**config.mk**
```make
export PLATFORM = sky130hd
export DESIGN_NAME = keyword_cipher_decoder_unit
export DESIGN_NICKNAME = d
export VERILOG_FILES = /design/src/hdl/kcd_pkg.sv /design/src/hdl/kcd_key_store.sv /design/src/hdl/keyword_cipher_decoder_unit.sv
export VERILOG_INCLUDE_DIRS = /design/src /design/src/hdl
export SDC_FILE = /design/constraint.sdc
export NUM_CORES = 1
export LEC_CHECK = 0
export BUFFER_PORTS_ARGS = -buffer_cell sky130_fd_sc_hd__buf_2
export CORE_MARGIN = 5
export CORE_UTILIZATION = 51
export DETAILED_ROUTE_END_ITERATION = 10
export PLACE_DENSITY_LB_ADDON = 0.2
export SLEW_MARGIN = 20
export SYNTH_ARGS = -nofsm -noshare
export SYNTH_HDL_FRONTEND = slang
export SYNTH_SLANG_ARGS = --single-unit
```
**constraint.sdc**
```tcl
create_clock -name aclk -period 13.1 [get_ports aclk]
set_input_delay 0.655 -clock aclk [delete_from_list [all_inputs] [get_ports aclk]]
set_output_delay 0.655 -clock aclk [all_outputs]
set_load 0.01 [all_outputs]
```
**src/hdl/keyword_cipher_decoder_unit_macros.svh**
```systemverilog
// Assertion macros shared by the keyword cipher decoder modules.
// Each macro expects a clock named aclk and an active-low reset named aresetn.
`ifndef KEYWORD_CIPHER_DECODER_UNIT_MACROS_SVH
`define KEYWORD_CIPHER_DECODER_UNIT_MACROS_SVH

// Property checked on every clock edge outside of reset.
`define KCD_ASSERT(lbl, prop, msg) \
    lbl: assert property (@(posedge aclk) disable iff (!aresetn) prop) else $error(msg);

// Property checked on the clock edge that follows a reset cycle.
`define KCD_ASSERT_AFTER_RESET(lbl, prop, msg) \
    lbl: assert property (@(posedge aclk) !aresetn |=> prop) else $error(msg);

`endif

```
**src/hdl/kcd_pkg.sv**
```systemverilog
// Shared types, constants and helper functions for the keyword cipher decoder.
// No dependencies; imported by every module of the block.
package kcd_pkg;

    localparam int NUM_LETTERS = 26;
    localparam int IDX_W       = 5;
    localparam int CNT_W       = 5;
    localparam int CHAR_W      = 8;
    localparam int OP_W        = 2;

    // Operation codes carried in the low bits of s_tdata.
    localparam logic [OP_W-1:0] OP_CLEAR  = 2'd0;
    localparam logic [OP_W-1:0] OP_ADD    = 2'd1;
    localparam logic [OP_W-1:0] OP_DECODE = 2'd2;

    localparam logic [CHAR_W-1:0] CHAR_UPPER_A  = 8'h41;
    localparam logic [CHAR_W-1:0] CHAR_UPPER_Z  = 8'h5A;
    localparam logic [CHAR_W-1:0] CHAR_LOWER_A  = 8'h61;
    localparam logic [CHAR_W-1:0] CHAR_LOWER_Z  = 8'h7A;
    localparam logic [CHAR_W-1:0] CHAR_BACKTICK = 8'h60;
    localparam logic [CHAR_W-1:0] CHAR_SPACE    = 8'h20;

    typedef logic [NUM_LETTERS-1:0] letter_mask_t;

    // Result of classifying one byte as a letter of either case.
    typedef struct packed {
        logic             is_letter;
        logic [IDX_W-1:0] idx;
    } letter_info_t;

    // Update command from the datapath to the key store.
    typedef struct packed {
        logic             clear;
        logic             add;
        logic [IDX_W-1:0] idx;
    } key_cmd_t;

    // Map A-Z and a-z onto 0..25; other bytes are flagged as non-letters.
    function automatic letter_info_t letter_info(input logic [CHAR_W-1:0] c);
        letter_info_t info;
        info.is_letter = 1'b0;
        info.idx       = '0;
        if (c >= CHAR_UPPER_A && c <= CHAR_UPPER_Z) begin
            info.is_letter = 1'b1;
            info.idx       = IDX_W'(c - CHAR_UPPER_A);
        end else if (c >= CHAR_LOWER_A && c <= CHAR_LOWER_Z) begin
            info.is_letter = 1'b1;
            info.idx       = IDX_W'(c - CHAR_LOWER_A);
        end
        return info;
    endfunction

    // Number of set bits in a letter mask; at most 26, so five bits suffice.
    function automatic logic [CNT_W-1:0] count_letters(input letter_mask_t m);
        logic [CNT_W-1:0] n;
        n = '0;
        for (int i = 0; i < NUM_LETTERS; i++) begin
            n = n + CNT_W'(m[i]);
        end
        return n;
    endfunction

endpackage

```
**src/hdl/kcd_key_store.sv**
```systemverilog
// Key state of the keyword cipher decoder: used-letter mask, per-letter
// cipher positions and the count of distinct key letters. Depends on kcd_pkg.
`include "keyword_cipher_decoder_unit_macros.svh"

module kcd_key_store
    import kcd_pkg::*;
(
    input  logic             aclk,
    input  logic             aresetn,
    input  key_cmd_t         cmd,
    input  logic [IDX_W-1:0] rd_idx,
    output letter_mask_t     used,
    output logic [CNT_W-1:0] key_count,
    output logic [CNT_W-1:0] rd_pos
);

    letter_mask_t     used_reg, used_next;
    logic [CNT_W-1:0] count_reg, count_next;
    logic [CNT_W-1:0] pos_mem [NUM_LETTERS];
    logic             add_new;

    // A key letter only counts the first time it is seen since the last clear.
    assign add_new = cmd.add && !used_reg[cmd.idx];

    always_comb begin
        used_next  = used_reg;
        count_next = count_reg;
        if (cmd.clear) begin
            used_next  = '0;
            count_next = '0;
        end else if (add_new) begin
            used_next[cmd.idx] = 1'b1;
            count_next         = count_reg + CNT_W'(1);
        end
    end

    always_ff @(posedge aclk) begin
        if (!aresetn) begin
            used_reg  <= '0;
            count_reg <= '0;
        end else begin
            used_reg  <= used_next;
            count_reg <= count_next;
        end
    end

    // Positions need no reset: an entry is read only while its used bit is set.
    always_ff @(posedge aclk) begin
        if (!cmd.clear && add_new) begin
            pos_mem[cmd.idx] <= count_reg;
        end
    end

    assign used      = used_reg;
    assign key_count = count_reg;
    assign rd_pos    = pos_mem[rd_idx];

    `KCD_ASSERT(a_count_matches_mask, $countones(used_reg) == 32'(count_reg), "key count differs from used-letter mask")
    `KCD_ASSERT(a_new_letter_counts, add_new && !cmd.clear |=> count_reg == CNT_W'($past(count_reg) + CNT_W'(1)), "new key letter did not advance count")
    `KCD_ASSERT_AFTER_RESET(a_reset_empty, used_reg == '0 && count_reg == '0, "key not empty after reset")

endmodule

```
**src/hdl/keyword_cipher_decoder_unit.sv**
```systemverilog
// Keyword substitution cipher decoder: one character per beat.
// Top level; depends on kcd_pkg and kcd_key_store.
//
// Usage:
//   The slave channel (s_) carries commands: clear key, add a keyword
//   character, or decode a message character. Only decode beats produce a
//   beat on the master channel (m_), carrying the decoded byte.
//   A beat is taken into an input register, then key update or decode is done
//   in one pass of logic and the decoded byte lands in an output register.
//   A decode in the input register is written to the output register, and
//   so shows on m_tdata, once the input stage advances. Throughput: one
//   beat per cycle, limited only by the single output register.
//   When the receiver stalls, the output register holds its byte; a further
//   decode waits in the input register, and s_tready drops once both are full.
//   Clear and add beats keep flowing while a result is waiting.
//   Reset (aresetn low, synchronous) empties both registers and the key;
//   with an empty key every letter decodes to its own uppercase form.
`include "keyword_cipher_decoder_unit_macros.svh"

module keyword_cipher_decoder_unit
    import kcd_pkg::*;
(
    input  logic        aclk,
    input  logic        aresetn,
    input  logic        s_tvalid,
    output logic        s_tready,
    input  logic [15:0] s_tdata,   // [1:0] operation, [9:2] char_in, [15:10] zero
    output logic        m_tvalid,
    input  logic        m_tready,
    output logic [7:0]  m_tdata    // [7:0] char_out
);

    logic              in_valid_reg, in_valid_next;
    logic [OP_W-1:0]   in_op_reg;
    logic [CHAR_W-1:0] in_char_reg;
    logic              out_valid_reg, out_valid_next;
    logic [CHAR_W-1:0] out_char_reg, out_char_next;

    logic              is_decode;
    logic              advance;
    logic              s_accept;
    letter_info_t      info;
    key_cmd_t          cmd;
    letter_mask_t      used;
    letter_mask_t      below_mask;
    logic [CNT_W-1:0]  key_count;
    logic [CNT_W-1:0]  stored_pos;
    logic [CNT_W-1:0]  pos;

    // Pipeline control: the input stage moves on unless it holds a decode
    // and the output register is full and stalled.
    assign is_decode = (in_op_reg == OP_DECODE);
    assign advance   = in_valid_reg && (!is_decode || !out_valid_reg || m_tready);
    assign s_tready  = !in_valid_reg || advance;
    assign s_accept  = s_tvalid && s_tready;

    assign in_valid_next  = s_accept || (in_valid_reg && !advance);
    assign out_valid_next = (advance && is_decode) || (out_valid_reg && !m_tready);

    always_ff @(posedge aclk) begin
        if (!aresetn) begin
            in_valid_reg  <= 1'b0;
            out_valid_reg <= 1'b0;
        end else begin
            in_valid_reg  <= in_valid_next;
            out_valid_reg <= out_valid_next;
        end
    end

    // Input register.
    always_ff @(posedge aclk) begin
        if (s_accept) begin
            in_op_reg   <= s_tdata[1:0];
            in_char_reg <= s_tdata[9:2];
        end
    end

    // Key updates are issued once per beat, when it leaves the input stage.
    assign info      = letter_info(in_char_reg);
    assign cmd.clear = advance && (in_op_reg == OP_CLEAR);
    assign cmd.add   = advance && (in_op_reg == OP_ADD) && info.is_letter;
    assign cmd.idx   = info.idx;

    kcd_key_store u_key_store (
        .aclk      (aclk),
        .aresetn   (aresetn),
        .cmd       (cmd),
        .rd_idx    (info.idx),
        .used      (used),
        .key_count (key_count),
        .rd_pos    (stored_pos)
    );

    // Letters outside the key follow the key letters in alphabetical order.
    assign below_mask = (letter_mask_t'(1) << info.idx) - letter_mask_t'(1);
    assign pos = used[info.idx] ? stored_pos
                                : key_count + count_letters(~used & below_mask);

    always_comb begin
        if (info.is_letter) begin
            out_char_next = CHAR_UPPER_A + CHAR_W'(pos);
        end else if (in_char_reg == CHAR_BACKTICK) begin
            out_char_next = CHAR_SPACE;
        end else begin
            out_char_next = in_char_reg;
        end
    end

    // Output register.
    always_ff @(posedge aclk) begin
        if (advance && is_decode) begin
            out_char_reg <= out_char_next;
        end
    end

    assign m_tvalid = out_valid_reg;
    assign m_tdata  = out_char_reg;

    `KCD_ASSERT(a_ready_when_drained, !out_valid_reg |-> s_tready, "input stalled with empty output register")
    `KCD_ASSERT(a_result_from_decode, $rose(out_valid_reg) |-> $past(advance && is_decode), "result appeared without a decode")
    `KCD_ASSERT_AFTER_RESET(a_reset_idle, !in_valid_reg && !out_valid_reg, "pipeline not empty after reset")

endmodule
```
# [After elaboration in Yosys (flattened, before gate mapping)]
# Memory sizes are Yosys's and may differ from the RTL's.
# Index checks and enable logic that the tools add are counted.
# Widths: inputs -> output; s select.
[op_classes] eq_ne=3 reduce_logical=27 magnitude_cmp=6 n_addsub=31 multipliers=0 div=0 bitwise=4 mux=11 shifts=1
[ops] operator="$add 5x1->5" n=21
[ops] operator="$and 26x26->26" n=1
[ops] operator="$not 26->26" n=1
[ops] operator="$or 26x26->26" n=1
[ops] operator="$shl 1x5->26 const A" n=1
[ops] operator="$sub 26x1->26 const B" n=1
[ops] operator="$ge 8x7->1 const B" n=2
[ops] operator="$le 8x7->1 const B" n=2
[ops] operator="$mux 8" n=2
[ops] operator="$logic_and 1x1->1" n=13
[ops] operator="$mux 6" n=2
[ops] operator="$sub 5x1->5 const B" n=2
[ops] operator="$add 7x5->8 const A" n=1
[ops] operator="$eq 8x7->1 const B" n=1
[ops] operator="$logic_not 1->1" n=7
[ops] operator="$lt 5x6->1 const B" n=1
[ops] operator="$add 4x1->5" n=1
[ops] operator="$add 5x1->5 const B" n=1
[ops] operator="$add 5x5->5" n=1
[ops] operator="$bmux 1 s5" n=1
[ops] operator="$demux 1 s5" n=1
[ops] operator="$ge 5x1->1 const B" n=1
[ops] operator="$logic_or 1x1->1" n=5
[ops] operator="$mux 5" n=1
[ops] operator="other kinds (9)" n=12
[totals] latchBits=0 wordCells=91 register_bits=51 rom_bits=0 ramBits=130 input_bits=20 out_inout_bits=10 memories=1
[memory_table] memory="u_key_store.pos_mem" words=26 word_bits=5 rd=1 rd_clocked_by_memory_dff=0 wr=1 line="kcd_key_store.sv:19" rtl="logic [CNT_W-1:0] pos_mem [NUM_LETTERS];"

# [Logic depth before layout (Yosys ltp)]
# Gate-level depths: netlist of run 1.
[depth] depth_word=36 depth_mapped=37 mapped_depth_nobuf=32

# [By module]
# From an unflattened synthesis of run 1, not the netlist that was laid out.
[unflattened] hier_cells=673 area_unflattened_um2=9331.4
[modules_own_cells] module="kcd_key_store" n_inst=1 seq_area_each_um2=4524.3 cells_each=373 area_per_inst_um2=6577.6
[modules_own_cells] module="keyword_cipher_decoder_unit" n_inst=1 seq_area_each_um2=580.6 cells_each=300 area_per_inst_um2=2753.9

# [Least setup slack after synthesis of run 1]
# OpenSTA, ideal clock, no wires.
[synth_timing] path_kind="reg-to-reg" from="register in_char_reg[0]" to="register out_char_reg[4] (netlist: m_tdata[4]) (data pin)" path_stages_with_launch=38 arrival_ps=8811 n_path_buf=5 required_ps=12826 setup_time_ps=274 slack_ps=4015 period_less_slack_ps=9085 cell_sequence="edfxtp_1 clkbuf_2 buf_2 inv_1 clkbuf_1 ha_1 or4b_4 o211ai_2 nor2_1 clkbuf_1 buf_1 nand2_1 nand2_1 ha_1 o21ai_1 nand2b_1 nor2b_1 or3_1 (+2 left out) inv_1 fa_1 inv_1 fa_1 fa_1 inv_1 fa_1 fa_1 inv_1 fa_1 a21oi_1 a21oi_1 inv_1 ha_1 inv_1 a311oi_1 a21o_1 a31oi_1"
[synth_between] elab_chain_cells=36 elab_cells_between_ends=47 classes_between="add/sub (30); order compare (4); eq/ne (1); shift (1); mux (7); bitwise (1); reduce/logical (2); memory (1)"
[synth_lines] item="start: declaration" line="keyword_cipher_decoder_unit.sv:35" rtl="logic [CHAR_W-1:0] in_char_reg;"
[synth_lines] item="start signal: assignment" line="keyword_cipher_decoder_unit.sv:74" rtl="in_char_reg <= s_tdata[9:2];"
[synth_lines] item="$ge 8x7->1 / $le 8x7->1 (equally long branches)" line="kcd_pkg.sv:46" rtl="end else if (c >= CHAR_LOWER_A && c <= CHAR_LOWER_Z) begin"
[synth_lines] item="$logic_and 1x1->1" line="kcd_pkg.sv:46"
[synth_lines] item="$mux 6" line="kcd_pkg.sv:46"
[synth_lines] item="$mux 6" line="kcd_pkg.sv:43" rtl="if (c >= CHAR_UPPER_A && c <= CHAR_UPPER_Z) begin"
[synth_lines] item="$shl 1x5->26" line="keyword_cipher_decoder_unit.sv:95" rtl="assign below_mask = (letter_mask_t'(1) << info.idx) - letter_mask_t'(1);"
[synth_lines] item="$sub 26x1->26" line="keyword_cipher_decoder_unit.sv:95"
[synth_lines] item="$and 26x26->26" line="keyword_cipher_decoder_unit.sv:97" rtl=": key_count + count_letters(~used & below_mask);"
[synth_lines] item="$add 1x1->2" line="kcd_pkg.sv:58" rtl="n = n + CNT_W'(m[i]);"
[synth_lines] item="$add 2x1->3" line="kcd_pkg.sv:58"
[synth_lines] item="$add 3x1->4" line="kcd_pkg.sv:58"
[synth_lines] item="$add 4x1->5" line="kcd_pkg.sv:58"
[synth_lines] item="$add 5x1->5 (21 in a row)" line="kcd_pkg.sv:58"
[synth_lines] item="$add 5x5->5" line="keyword_cipher_decoder_unit.sv:97"
[synth_lines] item="$mux 5" line="keyword_cipher_decoder_unit.sv:96" rtl="assign pos = used[info.idx] ? stored_pos"
[synth_lines] item="$add 7x5->8" line="keyword_cipher_decoder_unit.sv:101" rtl="out_char_next = CHAR_UPPER_A + CHAR_W'(pos);"
[synth_lines] item="$mux 8 (*)" line="keyword_cipher_decoder_unit.sv:100" rtl="if (info.is_letter) begin"
[synth_lines] item="via out_char_next[4]" line="keyword_cipher_decoder_unit.sv:37" rtl="logic [CHAR_W-1:0] out_char_reg, out_char_next;"
[synth_lines] item="end signal: assignment" line="keyword_cipher_decoder_unit.sv:112" rtl="out_char_reg <= out_char_next;"
[synth_lines] item="end: declaration" line="keyword_cipher_decoder_unit.sv:37"
# The timed path passes the listed nets; every way through them passes the cells marked *. The select of a mux whose other input is x is not followed.
# A chain may end at the register's enable or synchronous reset.

# [Worst setup path after layout of run 1]
# Ends and elaborated chain as after synthesis.

==> impl_results.md, run 1 <==
* Worst Setup Start Kind: flip-flop
* Worst EP arrival at 10240 ps
* # rows at 49
* Gp weighted congestion at 0.9503
* Clock latency on the worst-skew pair at 440 ps
* Global-route wire length before repair at 41.11 mm
* TritonRoute pass-1 iters at 5
* Post-synth cell types at 79
* Nets in the synthesized netlist at 836
* Via count of the first global-routing pass at 6738
* Syn Std Cell Area at 9296 um2
* Setup repair after global routing missed its margin: false
* Post-DRT Antenna Nets at 0
* Floorplan Core Area at 17960 um2
* Clock root buffer: sky130_fd_sc_hd__clkbuf_16
* Combined area of the multi-input logic cells at 3782 um2
* Number of buffers created by CTS at 17
* Maximum frequency from static timing analysis at 99.39 MHz
* Count of hold-fix buffers inserted at cts at 0
* Number of H-tree levels at 4
* Flip-flop count of the largest register after layout at 130
* Part of the Yosys area used for sequential elements at 54.91%
* Total of flip-flops plus latches after synthesis at 181
* Die Area at 21030 um2
* Total clock sinks at 181
* Synthesis warning total at 0
* Worst-case vdd ir drop at 0.09990 mV
* Wire length on met2 at 12.78 mm
* Wire length per cell at 25.97 um
* Lkg Pwr at 3.519 nW
* Number of antenna repair diodes at 0
* Iter 0 DRT Violations at 541
* # IOs at 30
* Predominant post-synthesis flop cell: sky130_fd_sc_hd__edfxtp_1
* Worst Hold Launch: s_tdata[6]
* Number of cells produced by synthesis at 779
* Vertical die dimension at 145.0 um
* Hold Violations, Final at 0
* Power per cell area at 156.9 nW/um2
* Shortest clock period the worst path allows after layout at 10060 ps
* Reg2Reg Launch Point: in_char_reg[0]
* Setup clock skew after layout at 9.489 ps
* Residual overflow from global routing at 0
* Highest cell delay on the worst timing path at 720 ps
* Fraction of layout instances using a drive strength above 1 at 14.94%
* Total number of nets in the final design at 854
* Worst Hold Class: primary input to flip-flop
* Max-capacitance violation count at 0
* Count of final setup violators at 0
* Transition at the pin with the smallest max-transition slack at 1015 ps
* Port buffer count at 23
* DRC errors left at 0
* Met3 routed wirelength at 2.458 mm
* Final setup margin at 3039 ps
* Final number of max-transition violations at 0
* Total routed wirelength at 26.99 mm
* Period Utilization, post-route at 76.80%
* Setup Total Neg Slack at 0 ps
* Clock transition at the registers of the reported paths at 70 ps
* Headroom to the max-slew limit at 31.74%
* Crit Path Class: flip-flop to flip-flop
* Die Span X at 145.0 um
* Uppermost metal layer occupied by signal nets: met4
* Worst-case clock buffer depth at 2
* CTS tree: yes
* Hpwl dp at 18.40 mm
* Detailed-route vias per instance at 6.448
* Most common cell after layout, fill and taps aside: sky130_fd_sc_hd__edfxtp_1
* Biggest fanout along the worst timing path at 19
* Pin count of the biggest net entering global routing at 55
* Synthesis-to-finish area growth at 10.27%
* Fraction of registers with async set/reset at 0%
* Worst-case setup slack after placement at 3253 ps
* Fill cell total of the finished layout at 1525
* Element type at the critical path end: flip-flop
* Initial antenna violation count at 0
* Status: complete, no violations
* Post-synth EDFFs at 148
* Required @ worst endpoint at 13280 ps
* Average size of a mapped cell at 11.93 um2
* Post-cts sizing count at 0
* Cell with the largest stage delay on the worst path: sky130_fd_sc_hd__nor2_1
* Combined global-route utilization of all metal layers at 25.72%
* Most used cells in the layout excluding fill and tap cells: sky130_fd_sc_hd__edfxtp_1, sky130_fd_sc_hd__nor2_1, sky130_fd_sc_hd__inv_1
* Initial standard-cell utilization of the core at 51.75%
* Wire length the detailed router placed on met1 at 10.70 mm
* Seq. cell area at 5109 um2
* Post-CTS repair timing setup buffer count at 0
* Timing startpoint of the critical path: in_char_reg[0]
* Total via count in the routed design at 6699
[synth_stat cells (4+ instances only)]
master	n	area [um2]
sky130_fd_sc_hd__a2111oi_0	4	35.03
sky130_fd_sc_hd__a211oi_1	7	52.55
sky130_fd_sc_hd__a21o_1	7	52.55
sky130_fd_sc_hd__a21oi_1	40	200.2
sky130_fd_sc_hd__a221oi_1	8	70.07
sky130_fd_sc_hd__a2bb2oi_1	5	43.79
sky130_fd_sc_hd__a31oi_1	7	43.79
sky130_fd_sc_hd__and2_1	6	37.54
sky130_fd_sc_hd__buf_1	8	30.03
sky130_fd_sc_hd__buf_2	12	60.06
sky130_fd_sc_hd__buf_6	5	56.30
sky130_fd_sc_hd__clkbuf_1	16	60.06
sky130_fd_sc_hd__dfxtp_1	33	660.6
sky130_fd_sc_hd__edfxtp_1	148	4444
sky130_fd_sc_hd__fa_1	20	400.4
sky130_fd_sc_hd__ha_1	17	212.7
sky130_fd_sc_hd__inv_1	50	187.7
sky130_fd_sc_hd__mux2_2	16	180.2
sky130_fd_sc_hd__mux2i_1	27	270.3
sky130_fd_sc_hd__nand2_1	37	138.9
sky130_fd_sc_hd__nand2b_1	19	118.9
sky130_fd_sc_hd__nand3_1	21	105.1
sky130_fd_sc_hd__nand4_1	6	37.54
sky130_fd_sc_hd__nor2_1	56	210.2
sky130_fd_sc_hd__nor2b_1	7	43.79
sky130_fd_sc_hd__nor3_1	14	70.07
sky130_fd_sc_hd__nor3_2	8	80.08
sky130_fd_sc_hd__nor4_1	12	75.07
sky130_fd_sc_hd__o21a_1	22	165.2
sky130_fd_sc_hd__o21ai_0	22	110.1
sky130_fd_sc_hd__o21bai_1	4	30.03
sky130_fd_sc_hd__o22ai_1	16	100.1
sky130_fd_sc_hd__o31ai_1	5	37.54
sky130_fd_sc_hd__o32a_1	4	40.04
sky130_fd_sc_hd__o41ai_1	7	61.31
sky130_fd_sc_hd__or3_1	9	56.30
sky130_fd_sc_hd__xnor2_1	12	105.1
sky130_fd_sc_hd__xor2_1	9	78.83
[power by group]
part	internal, mW	switching [mW]
Sequential	0.619	0.00418
Combinational	0.166	0.272
Clock	0.307	0.239
[through the flow]
step	std cells	util [%]	total power, mW	area, um2	hold slack (ps)
6_report	1039	57.07	1.608	10250	385.3
5_1_grt	1039	57.07	1.688	10250	384.2
4_1_cts	1039	57.05	1.604	10250	376.8
3_5_place_dp	1007	53.60	1.064	9628	441.2
3_3_place_gp	1007	53.59	1.043	9627	445.0
2_1_floorplan	779	-	0.9470	9296	431.8
[worst max-delay path, delay by kind of cell (launching register included)]
family | cells | cell delay [ps]
adders and majority gates | 10 | 4100
DFF | 1 | 550
buffers and inverters | 10 | 1480
and+or+nand+nor | 7 | 2150
AOI/OAI and AO/OA | 8 | 1510
[area by class of cell]
cell class                      instances  area share [%]
Sequential cell                       181           49.84
Inverter                               50           1.831
Clock inverter                         15           1.904
Tap cell                              229           2.795
Timing Repair Buffer                   43           2.588
Multi-Input combinational cell        504           36.90
Clock buffer                           17           4.150
[final timing paths]
| check | end | slack [ps] | depth (start not counted) |
|---|---|---|---|
| min reg2reg | m_tdata[7] | 450 | 0 |
| max reg2reg | m_tdata[4] | 3040 | 35 |
| min | in_char_reg[4] | 390 | 1 |
| max | m_tdata[4] | 3040 | 35 |
[kinds of logic after synthesis]
kind of cell | count (synthesis) | synth area share, %
and+or+nand+nor | 218 | 12.83
AOI/OAI and AO/OA | 183 | 14.00
DFF | 181 | 54.91
buffers and inverters | 94 | 4.428
muxes | 44 | 5.087
adders and majority gates | 37 | 6.595
xor gates and xnor gates | 22 | 2.154
[routing by layer]
layer  vias up  global-route usage [%]
li1       2953                       -
met1      3343                   34.45
met2       340                   40.20
met3        63                   5.956
met4         0                   11.39
met5         -                       0
(Power assumes the default switching activity.)
==> inputs of run 2 (changes only) <==
Clock period 13.1 ns to 9.95 ns, I/O delays scaled along.
==> impl_results.md, run 2 (synthesis gave the netlist of run 1 again) <==
* Post-DRT Antenna Nets at 0 (unchanged)
* Fraction of layout instances using a drive strength above 1 at 15.02% (was 14.94%)
* Worst Hold Class: primary input to flip-flop (unchanged)
* Gp weighted congestion at 0.9550 (was 0.9503)
* Wire length per cell at 26.55 um (was 25.97 um)
* Combined area of the multi-input logic cells at 3784 um2 (was 3782 um2)
* Initial antenna violation count at 0 (unchanged)
* Cell with the largest stage delay on the worst path: sky130_fd_sc_hd__fa_1 (was sky130_fd_sc_hd__nor2_1)
* CTS tree: yes (unchanged)
* Post-CTS repair timing setup buffer count at 0 (unchanged)
* Hpwl dp at 18.61 mm (was 18.40 mm)
* # IOs at 30 (unchanged)
* Shortest clock period the worst path allows after layout at 9065 ps (was 10060 ps)
* Residual overflow from global routing at 0 (unchanged)
* Final hold slack at 231.4 ps (was 385.3 ps)
* Final non-filler cell area at 10200 um2 (was 10250 um2)
* Met3 routed wirelength at 2.325 mm (was 2.458 mm)
* Transition at the pin with the smallest max-transition slack at 1141 ps (was 1015 ps)
* Port buffer count at 23 (unchanged)
* Maximum frequency from static timing analysis at 110.3 MHz (was 99.39 MHz)
* Most used cells in the layout excluding fill and tap cells: sky130_fd_sc_hd__edfxtp_1, sky130_fd_sc_hd__nor2_1, sky130_fd_sc_hd__inv_1 (unchanged)
* Setup Total Neg Slack at 0 ps (unchanged)
* Synthesis-to-finish area growth at 9.771% (was 10.27%)
* Worst-case vdd ir drop at 0.1229 mV (was 0.09990 mV)
* Total routed wirelength at 27.64 mm (was 26.99 mm)
* TritonRoute pass-1 iters at 6 (was 5)
* Clock root buffer: sky130_fd_sc_hd__clkbuf_16 (unchanged)
* Uppermost metal layer occupied by signal nets: met4 (unchanged)
* Worst Setup Start Kind: flip-flop (unchanged)
* Most common cell after layout, fill and taps aside: sky130_fd_sc_hd__edfxtp_1 (unchanged)
* Status: complete, no violations (unchanged)
* Clock latency on the worst-skew pair at 440 ps (about the same)
* Post-cts sizing count at 0 (unchanged)
* Worst EP arrival at 9230 ps (was 10240 ps)
* Floorplan Core Area at 17960 um2 (unchanged)
* Total clock sinks at 181 (unchanged)
* Total number of nets in the final design at 856 (was 854)
* Max-capacitance violation count at 0 (unchanged)
* Combined global-route utilization of all metal layers at 26.23% (was 25.72%)
* Initial standard-cell utilization of the core at 51.75% (unchanged)
* Count of hold-fix buffers inserted at cts at 0 (unchanged)
* Worst-case clock buffer depth at 2 (unchanged)
* Fill cell total of the finished layout at 1517 (was 1525)
* Element type at the critical path end: flip-flop (unchanged)
* Power per cell area at 200.0 nW/um2 (was 156.9 nW/um2)
* Flip-flop count of the largest register after layout at 130 (unchanged)
* Via count of the first global-routing pass at 6742 (was 6738)
* Clock transition at the registers of the reported paths at 70 ps (about the same)
* Biggest fanout along the worst timing path at 18 (was 19)
* Vertical die dimension at 145.0 um (unchanged)
* Number of buffers created by CTS at 17 (unchanged)
* Highest cell delay on the worst timing path at 550 ps (was 720 ps)
* Die Area at 21030 um2 (unchanged)
* Lkg Pwr at 3.491 nW (was 3.519 nW)
* Detailed-route vias per instance at 6.484 (was 6.448)
* Wire length the detailed router placed on met1 at 11.10 mm (was 10.70 mm)
* Final number of max-transition violations at 0 (unchanged)
* Number of antenna repair diodes at 0 (unchanged)
* Hold Violations, Final at 0 (unchanged)
* Pin count of the biggest net entering global routing at 54 (was 55)
* Setup clock skew after layout at 10.49 ps (was 9.489 ps)
* Setup repair after global routing missed its margin: false (unchanged)
* Crit Path Class: flip-flop to flip-flop (unchanged)
* Seq. cell area at 5109 um2 (unchanged)
* Number of H-tree levels at 4 (unchanged)
* Count of final setup violators at 0 (unchanged)
* DRC errors left at 0 (unchanged)
* Wire length on met2 at 13.12 mm (was 12.78 mm)
* Global-route wire length before repair at 41.77 mm (was 41.11 mm)
* Iter 0 DRT Violations at 864 (was 541)
* # rows at 49 (unchanged)
* Post-placement cell area at 9644 um2 (was 9628 um2)
* Period Utilization, post-route at 91.10% (was 76.80%)
* Total via count in the routed design at 6750 (was 6699)
* Headroom to the max-slew limit at 23.34% (was 31.74%)
* Die Span X at 145.0 um (unchanged)
* Required @ worst endpoint at 10120 ps (was 13280 ps)
* Total power draw at 2.041 mW (was 1.608 mW)
## run 2: metal layers
| metal | vias to the layer above | global-route usage [%] |
|---|---|---|
| met3 | 64 | 4.334 |
| met1 | 3341 | 35.00 |
| met4 | 0 | 11.49 |
| met5 | - | 0 |
| li1 | 2966 | - |
| met2 | 379 | 42.48 |
## run 2: final cells by class
class | instances | share of cell area [%]
clock buffers | 20 | 4.279
clock inverters | 12 | 1.189
inverters | 50 | 1.839
multi-input cells | 504 | 37.08
flip-flops and latches | 181 | 50.06
well taps | 229 | 2.808
repair buffers | 45 | 2.746
## run 2: metrics by stage
step,worst slack (ps),instances,utilization [%]
4_1_cts,944.3,1041,56.79
3_3_place_gp,1138,1009,53.67
6_report,885.5,1041,56.81
2_1_floorplan,864.7,779,-
5_1_grt,246.4,1041,56.81
3_5_place_dp,960.9,1009,53.69
## run 2: path summary, 6_finish.rpt
| path | to | cells past startpoint | slack [ps] | startpoint |
|---|---|---|---|---|
| hold / removal | in_char_reg[5] | 1 | 230 | s_tdata[7] |
| setup / recovery | m_tdata[4] | 32 | 890 | in_char_reg[0] |
| setup reg to reg | m_tdata[4] | 32 | 890 | in_char_reg[0] |
| hold reg to reg | u_key_store.used[7] | 2 | 480 | u_key_store.used[7] |
## run 2: where the power goes
part / internal (mW) / switching, mW / leakage (nW)
Sequential: 0.816 / 0.00540 / 1.46
Combinational: 0.215 / 0.352 / 1.77
Clock: 0.350 / 0.302 / 0.264
## run 2: worst max-delay path, delay by kind of cell (launching register included)
| family | cells | cell delay, ps |
|---|---|---|
| compound gates | 7 | 1560 |
| fa+ha+maj | 9 | 3750 |
| buf+inv | 9 | 1240 |
| flops | 1 | 540 |
| simple gates | 7 | 1670 |
==> inputs of run 3 (changes only) <==
Settings changed: ABC_AREA from default to 1.
==> impl_results.md, run 3 <==
* GR Util met2 at 36.18% (was 42.48%)
* Main combinational cell family by area after synthesis: simple AND/OR/NAND/NOR gates (was compound AO/OA/AOI/OAI gates)
* Fraction of power consumed by the clock network at 31.8% (was 32.0%)
* Average size of a mapped cell at 9.273 um2 (was 11.93 um2)
* Area fraction in and, or, nand and nor cells after synthesis at 25.38% (was 12.83%)
* Predominant post-synthesis flop cell: sky130_fd_sc_hd__edfxtp_1 (unchanged)
* Worst Hold Class: primary input to flip-flop (unchanged)
* Most used cells in the layout excluding fill and tap cells: sky130_fd_sc_hd__nand2_1, sky130_fd_sc_hd__edfxtp_1, sky130_fd_sc_hd__inv_1 (was sky130_fd_sc_hd__edfxtp_1, sky130_fd_sc_hd__nor2_1, sky130_fd_sc_hd__inv_1)
* Number of H-tree levels at 4 (unchanged)
* Post-Layout Cell Count at 1298 (was 1041)
* Worst-case vdd ir drop at 0.1236 mV (was 0.1229 mV)
* CTS tree: yes (unchanged)
* Highest cell delay on the worst timing path at 550 ps (about the same)
* Power per cell area at 210.5 nW/um2 (was 200.0 nW/um2)
* Cell with the largest stage delay on the worst path: sky130_fd_sc_hd__fa_1 (unchanged)
* Reg2Reg Launch Point: in_char_reg[0] (unchanged)
* Worst-case clock buffer depth at 2 (unchanged)
* Element type at the critical path end: flip-flop (unchanged)
* Worst Setup Start Kind: flip-flop (unchanged)
* Setup repair after global routing missed its margin: false (unchanged)
* Biggest fanout along the worst timing path at 13 (was 18)
* Final number of max-transition violations at 0 (unchanged)
* Share of synthesized area spent on multiplexers at 0% (was 5.087%)
* Seq. cell area at 5105 um2 (was 5109 um2)
* Flip-flop count of the largest register after layout at 130 (unchanged)
* Cell types occupying the most area after synthesis: sky130_fd_sc_hd__edfxtp_1, sky130_fd_sc_hd__nand2_1, sky130_fd_sc_hd__dfxtp_1 (was sky130_fd_sc_hd__edfxtp_1, sky130_fd_sc_hd__dfxtp_1, sky130_fd_sc_hd__fa_1)
* Shortest clock period the worst path allows after layout at 8353 ps (was 9065 ps)
* Total number of nets in the final design at 1108 (was 856)
* Floorplan Core Area at 18520 um2 (was 17960 um2)
* Period Utilization, post-route at 83.95% (was 91.10%)
* Post-CTS repair timing setup buffer count at 0 (unchanged)
* Gp weighted congestion at 0.9678 (was 0.9550)
* Via count of the first global-routing pass at 6660 (was 6742)
* # rows at 50 (was 49)
* Pin count of the biggest net entering global routing at 77 (was 54)
* Port buffer count at 23 (unchanged)
* Final non-filler cell area at 10440 um2 (was 10200 um2)
* Total clock sinks at 181 (unchanged)
* Most common cell after layout, fill and taps aside: sky130_fd_sc_hd__nand2_1 (was sky130_fd_sc_hd__edfxtp_1)
* Family of cells with the greatest summed delay on the critical path: adder cells (unchanged)
* Post-cts sizing count at 0 (unchanged)
* Placed Cells at 1266 (was 1009)
* Part of the Yosys area used for sequential elements at 53.66% (was 54.91%)
* Portion of synthesized cell area occupied by the leading cell type at 46.71% (was 47.81%)
* Clock transition at the registers of the reported paths at 70 ps (about the same)
* Total power draw at 2.197 mW (was 2.041 mW)
* Net Sw Power at 0.7325 mW (was 0.6597 mW)
* Lkg Pwr at 4.296 nW (was 3.491 nW)
* Post-synth top area cell: sky130_fd_sc_hd__edfxtp_1 (unchanged)
* Initial standard-cell utilization of the core at 51.38% (was 51.75%)
* Wire length per cell at 18.40 um (was 26.55 um)
* Post-DRT Antenna Nets at 0 (unchanged)
* Clock latency on the worst-skew pair at 430 ps (was 440 ps)
* Global-route wire length before repair at 36.90 mm (was 41.77 mm)
* Crit path buffers/inverters at 10 (was 9)
* Synthesis warning total at 0 (unchanged)
* Clock root buffer: sky130_fd_sc_hd__clkbuf_16 (unchanged)
* Status: complete, no violations (unchanged)
* Number of buffers created by CTS at 17 (unchanged)
* Worst reg2reg path endpoint: m_tdata[4] (unchanged)
* Synthesis-to-finish area growth at 9.679% (was 9.771%)
* Most frequent cells after synthesis: sky130_fd_sc_hd__nand2_1, sky130_fd_sc_hd__edfxtp_1, sky130_fd_sc_hd__inv_1, sky130_fd_sc_hd__nor2_1, sky130_fd_sc_hd__nand3_1 (was sky130_fd_sc_hd__edfxtp_1, sky130_fd_sc_hd__nor2_1, sky130_fd_sc_hd__inv_1, sky130_fd_sc_hd__a21oi_1, sky130_fd_sc_hd__nand2_1)
* Cell count of the worst reg-to-reg path at 36 (was 32)
* Maximum frequency from static timing analysis at 119.7 MHz (was 110.3 MHz)
* Transition at the pin with the smallest max-transition slack at 942.7 ps (was 1141 ps)
* Combined global-route utilization of all metal layers at 22.53% (was 26.23%)
* Number of antenna repair diodes at 0 (unchanged)
* Reg2Reg Setup Slack at 1600 ps (was 890 ps)
* Number of cells produced by synthesis at 1026 (was 779)
* TritonRoute pass-1 iters at 5 (was 6)
* Required @ worst endpoint at 10140 ps (was 10120 ps)
* Internal power component at 1.464 mW (was 1.381 mW)
* Count of final setup violators at 0 (unchanged)
* Syn Std Cell Area at 9514 um2 (was 9296 um2)
* Detailed-route vias per instance at 5.354 (was 6.484)
* Switch share at 33.35% (was 32.33%)
* Post-synth cell types at 44 (was 79)
* Met1 demand-to-capacity share in global routing at 30.68% (was 35.00%)
* Combined area of the multi-input logic cells at 3662 um2 (was 3784 um2)
* Hpwl dp at 16.17 mm (was 18.61 mm)
* Iter 0 DRT Violations at 596 (was 864)
* Arithmetic-cell share of the synthesized area counting full adders, half adders and majority gates at 6.444% (was 6.595%)
* Setup Total Neg Slack at 0 ps (unchanged)
* Part of the power in registers at 37.3% (was 40.2%)
* Post-synth EDFFs at 148 (unchanged)
* Residual overflow from global routing at 0 (unchanged)
* Fraction of met3 tracks used by global routing at 4.283% (was 4.334%)
* Timing startpoint of the critical path: in_char_reg[0] (unchanged)
* Total of flip-flops plus latches after synthesis at 181 (unchanged)
* Headroom to the max-slew limit at 36.92% (was 23.34%)
* Initial antenna violation count at 0 (unchanged)
* Share of the synthesized area in compound gates (AO/OA/AOI/OAI) at 5.760% (was 14.00%)
* Most common cell in the synthesized netlist: sky130_fd_sc_hd__nand2_1 (was sky130_fd_sc_hd__edfxtp_1)
* Endpoint of the worst setup timing path: m_tdata[4] (unchanged)
* # IOs at 30 (unchanged)
* Fill cell total of the finished layout at 1661 (was 1517)
* Die Area at 21490 um2 (was 21030 um2)
* Crit Path Class: flip-flop to flip-flop (unchanged)
* Post-route core utilization at 56.35% (was 56.81%)
* Power share of the combinational group at 30.9% (was 27.8%)
* Die Span X at 146.6 um (was 145.0 um)
* Fraction of synthesized cell area in xor and xnor cells at 0.9074% (was 2.153%)
* Fraction of registers with async set/reset at 0% (unchanged)
* Total via count in the routed design at 6949 (was 6750)
* Nets in the synthesized netlist at 1083 (was 836)
* Instance count on the critical path at 36 (was 32)
* Setup clock skew after layout at 11.03 ps (was 10.49 ps)
* Post-placement cell area at 9826 um2 (was 9644 um2)
* Worst EP arrival at 8540 ps (was 9230 ps)
* Max-capacitance violation count at 0 (unchanged)
* Hold Violations, Final at 0 (unchanged)
* Count of hold-fix buffers inserted at cts at 0 (unchanged)
* Most frequent CP cell: sky130_fd_sc_hd__fa_1
* Vertical die dimension at 146.6 um (was 145.0 um)
* DRC errors left at 0 (unchanged)
* Most Crowded Layer GR: met2 (unchanged)
* Total routed wirelength at 23.88 mm (was 27.64 mm)
* Fraction of layout instances using a drive strength above 1 at 13.44% (was 15.02%)
## run 3: kinds of logic (layout without fill, tap and decap cells)
logic type               Yosys count  count (layout)
AND/OR/NAND/NOR                  531             531
XOR/XNOR                           9               9
AO/OA/AOI/OAI                     93              93
buffers and inverters            175             213
flip-flops                       181             181
adder cells (fa/ha/maj)           37              37
## run 3: worst min path at each step
stage / from / to / depth (start not counted)
3_3_place_gp: u_key_store.used[3] / u_key_store.used[3] / 1
2_1_floorplan: u_key_store.used[0] / u_key_store.used[0] / 1
4_1_cts: s_tdata[1] / in_op_reg[1] / 1
5_1_grt: s_tdata[1] / in_op_reg[1] / 1
6_report: s_tdata[8] / in_char_reg[6] / 1
3_5_place_dp: u_key_store.used[0] / u_key_store.used[0] / 1
## run 3: area by class of cell
cell class                      count  area share [%]
Clock inverter                     15           1.763
Tap cell                          234           2.806
Clock buffer                       17           4.077
Sequential cell                   181           48.92
Timing Repair Buffer               38           2.182
Inverter                          143           5.156
Multi-Input combinational cell    670           35.10
## run 3: worst reg2reg max path: cells and delay by family (launching register included)
kind            cells  cell delay (ps)
flops               1              330
fa+ha+maj          10             4100
simple gates       14             1980
compound gates      2              310
buf+inv            10             1370
## run 3: power by group through the flow
| stage | registers [mW] | logic [mW] | clock network (mW) |
|---|---|---|---|
| finish | 0.819 | 0.679 | 0.698 |
| global route | 0.820 | 0.772 | 0.739 |
| CTS | 0.819 | 0.675 | 0.703 |
| detailed placement | 0.836 | 0.671 | 0 |
| global placement | 0.836 | 0.662 | 0 |
| floorplan | 0.837 | 0.533 | 0 |
## run 3: metal layers
layer	up-vias	part of all wire [%]
li1	3380	-
met1	3274	43
met2	249	46
met3	46	6.9
met4	0	3.2
met5	-	0
## run 3: through the flow
stage	hold slack (ps)	setup WS, ps
floorplan	440.7	2181
global placement	447.6	1819
detailed placement	454.1	1733
CTS	227.4	1697
global route	216.8	1173
finish	237.9	1597
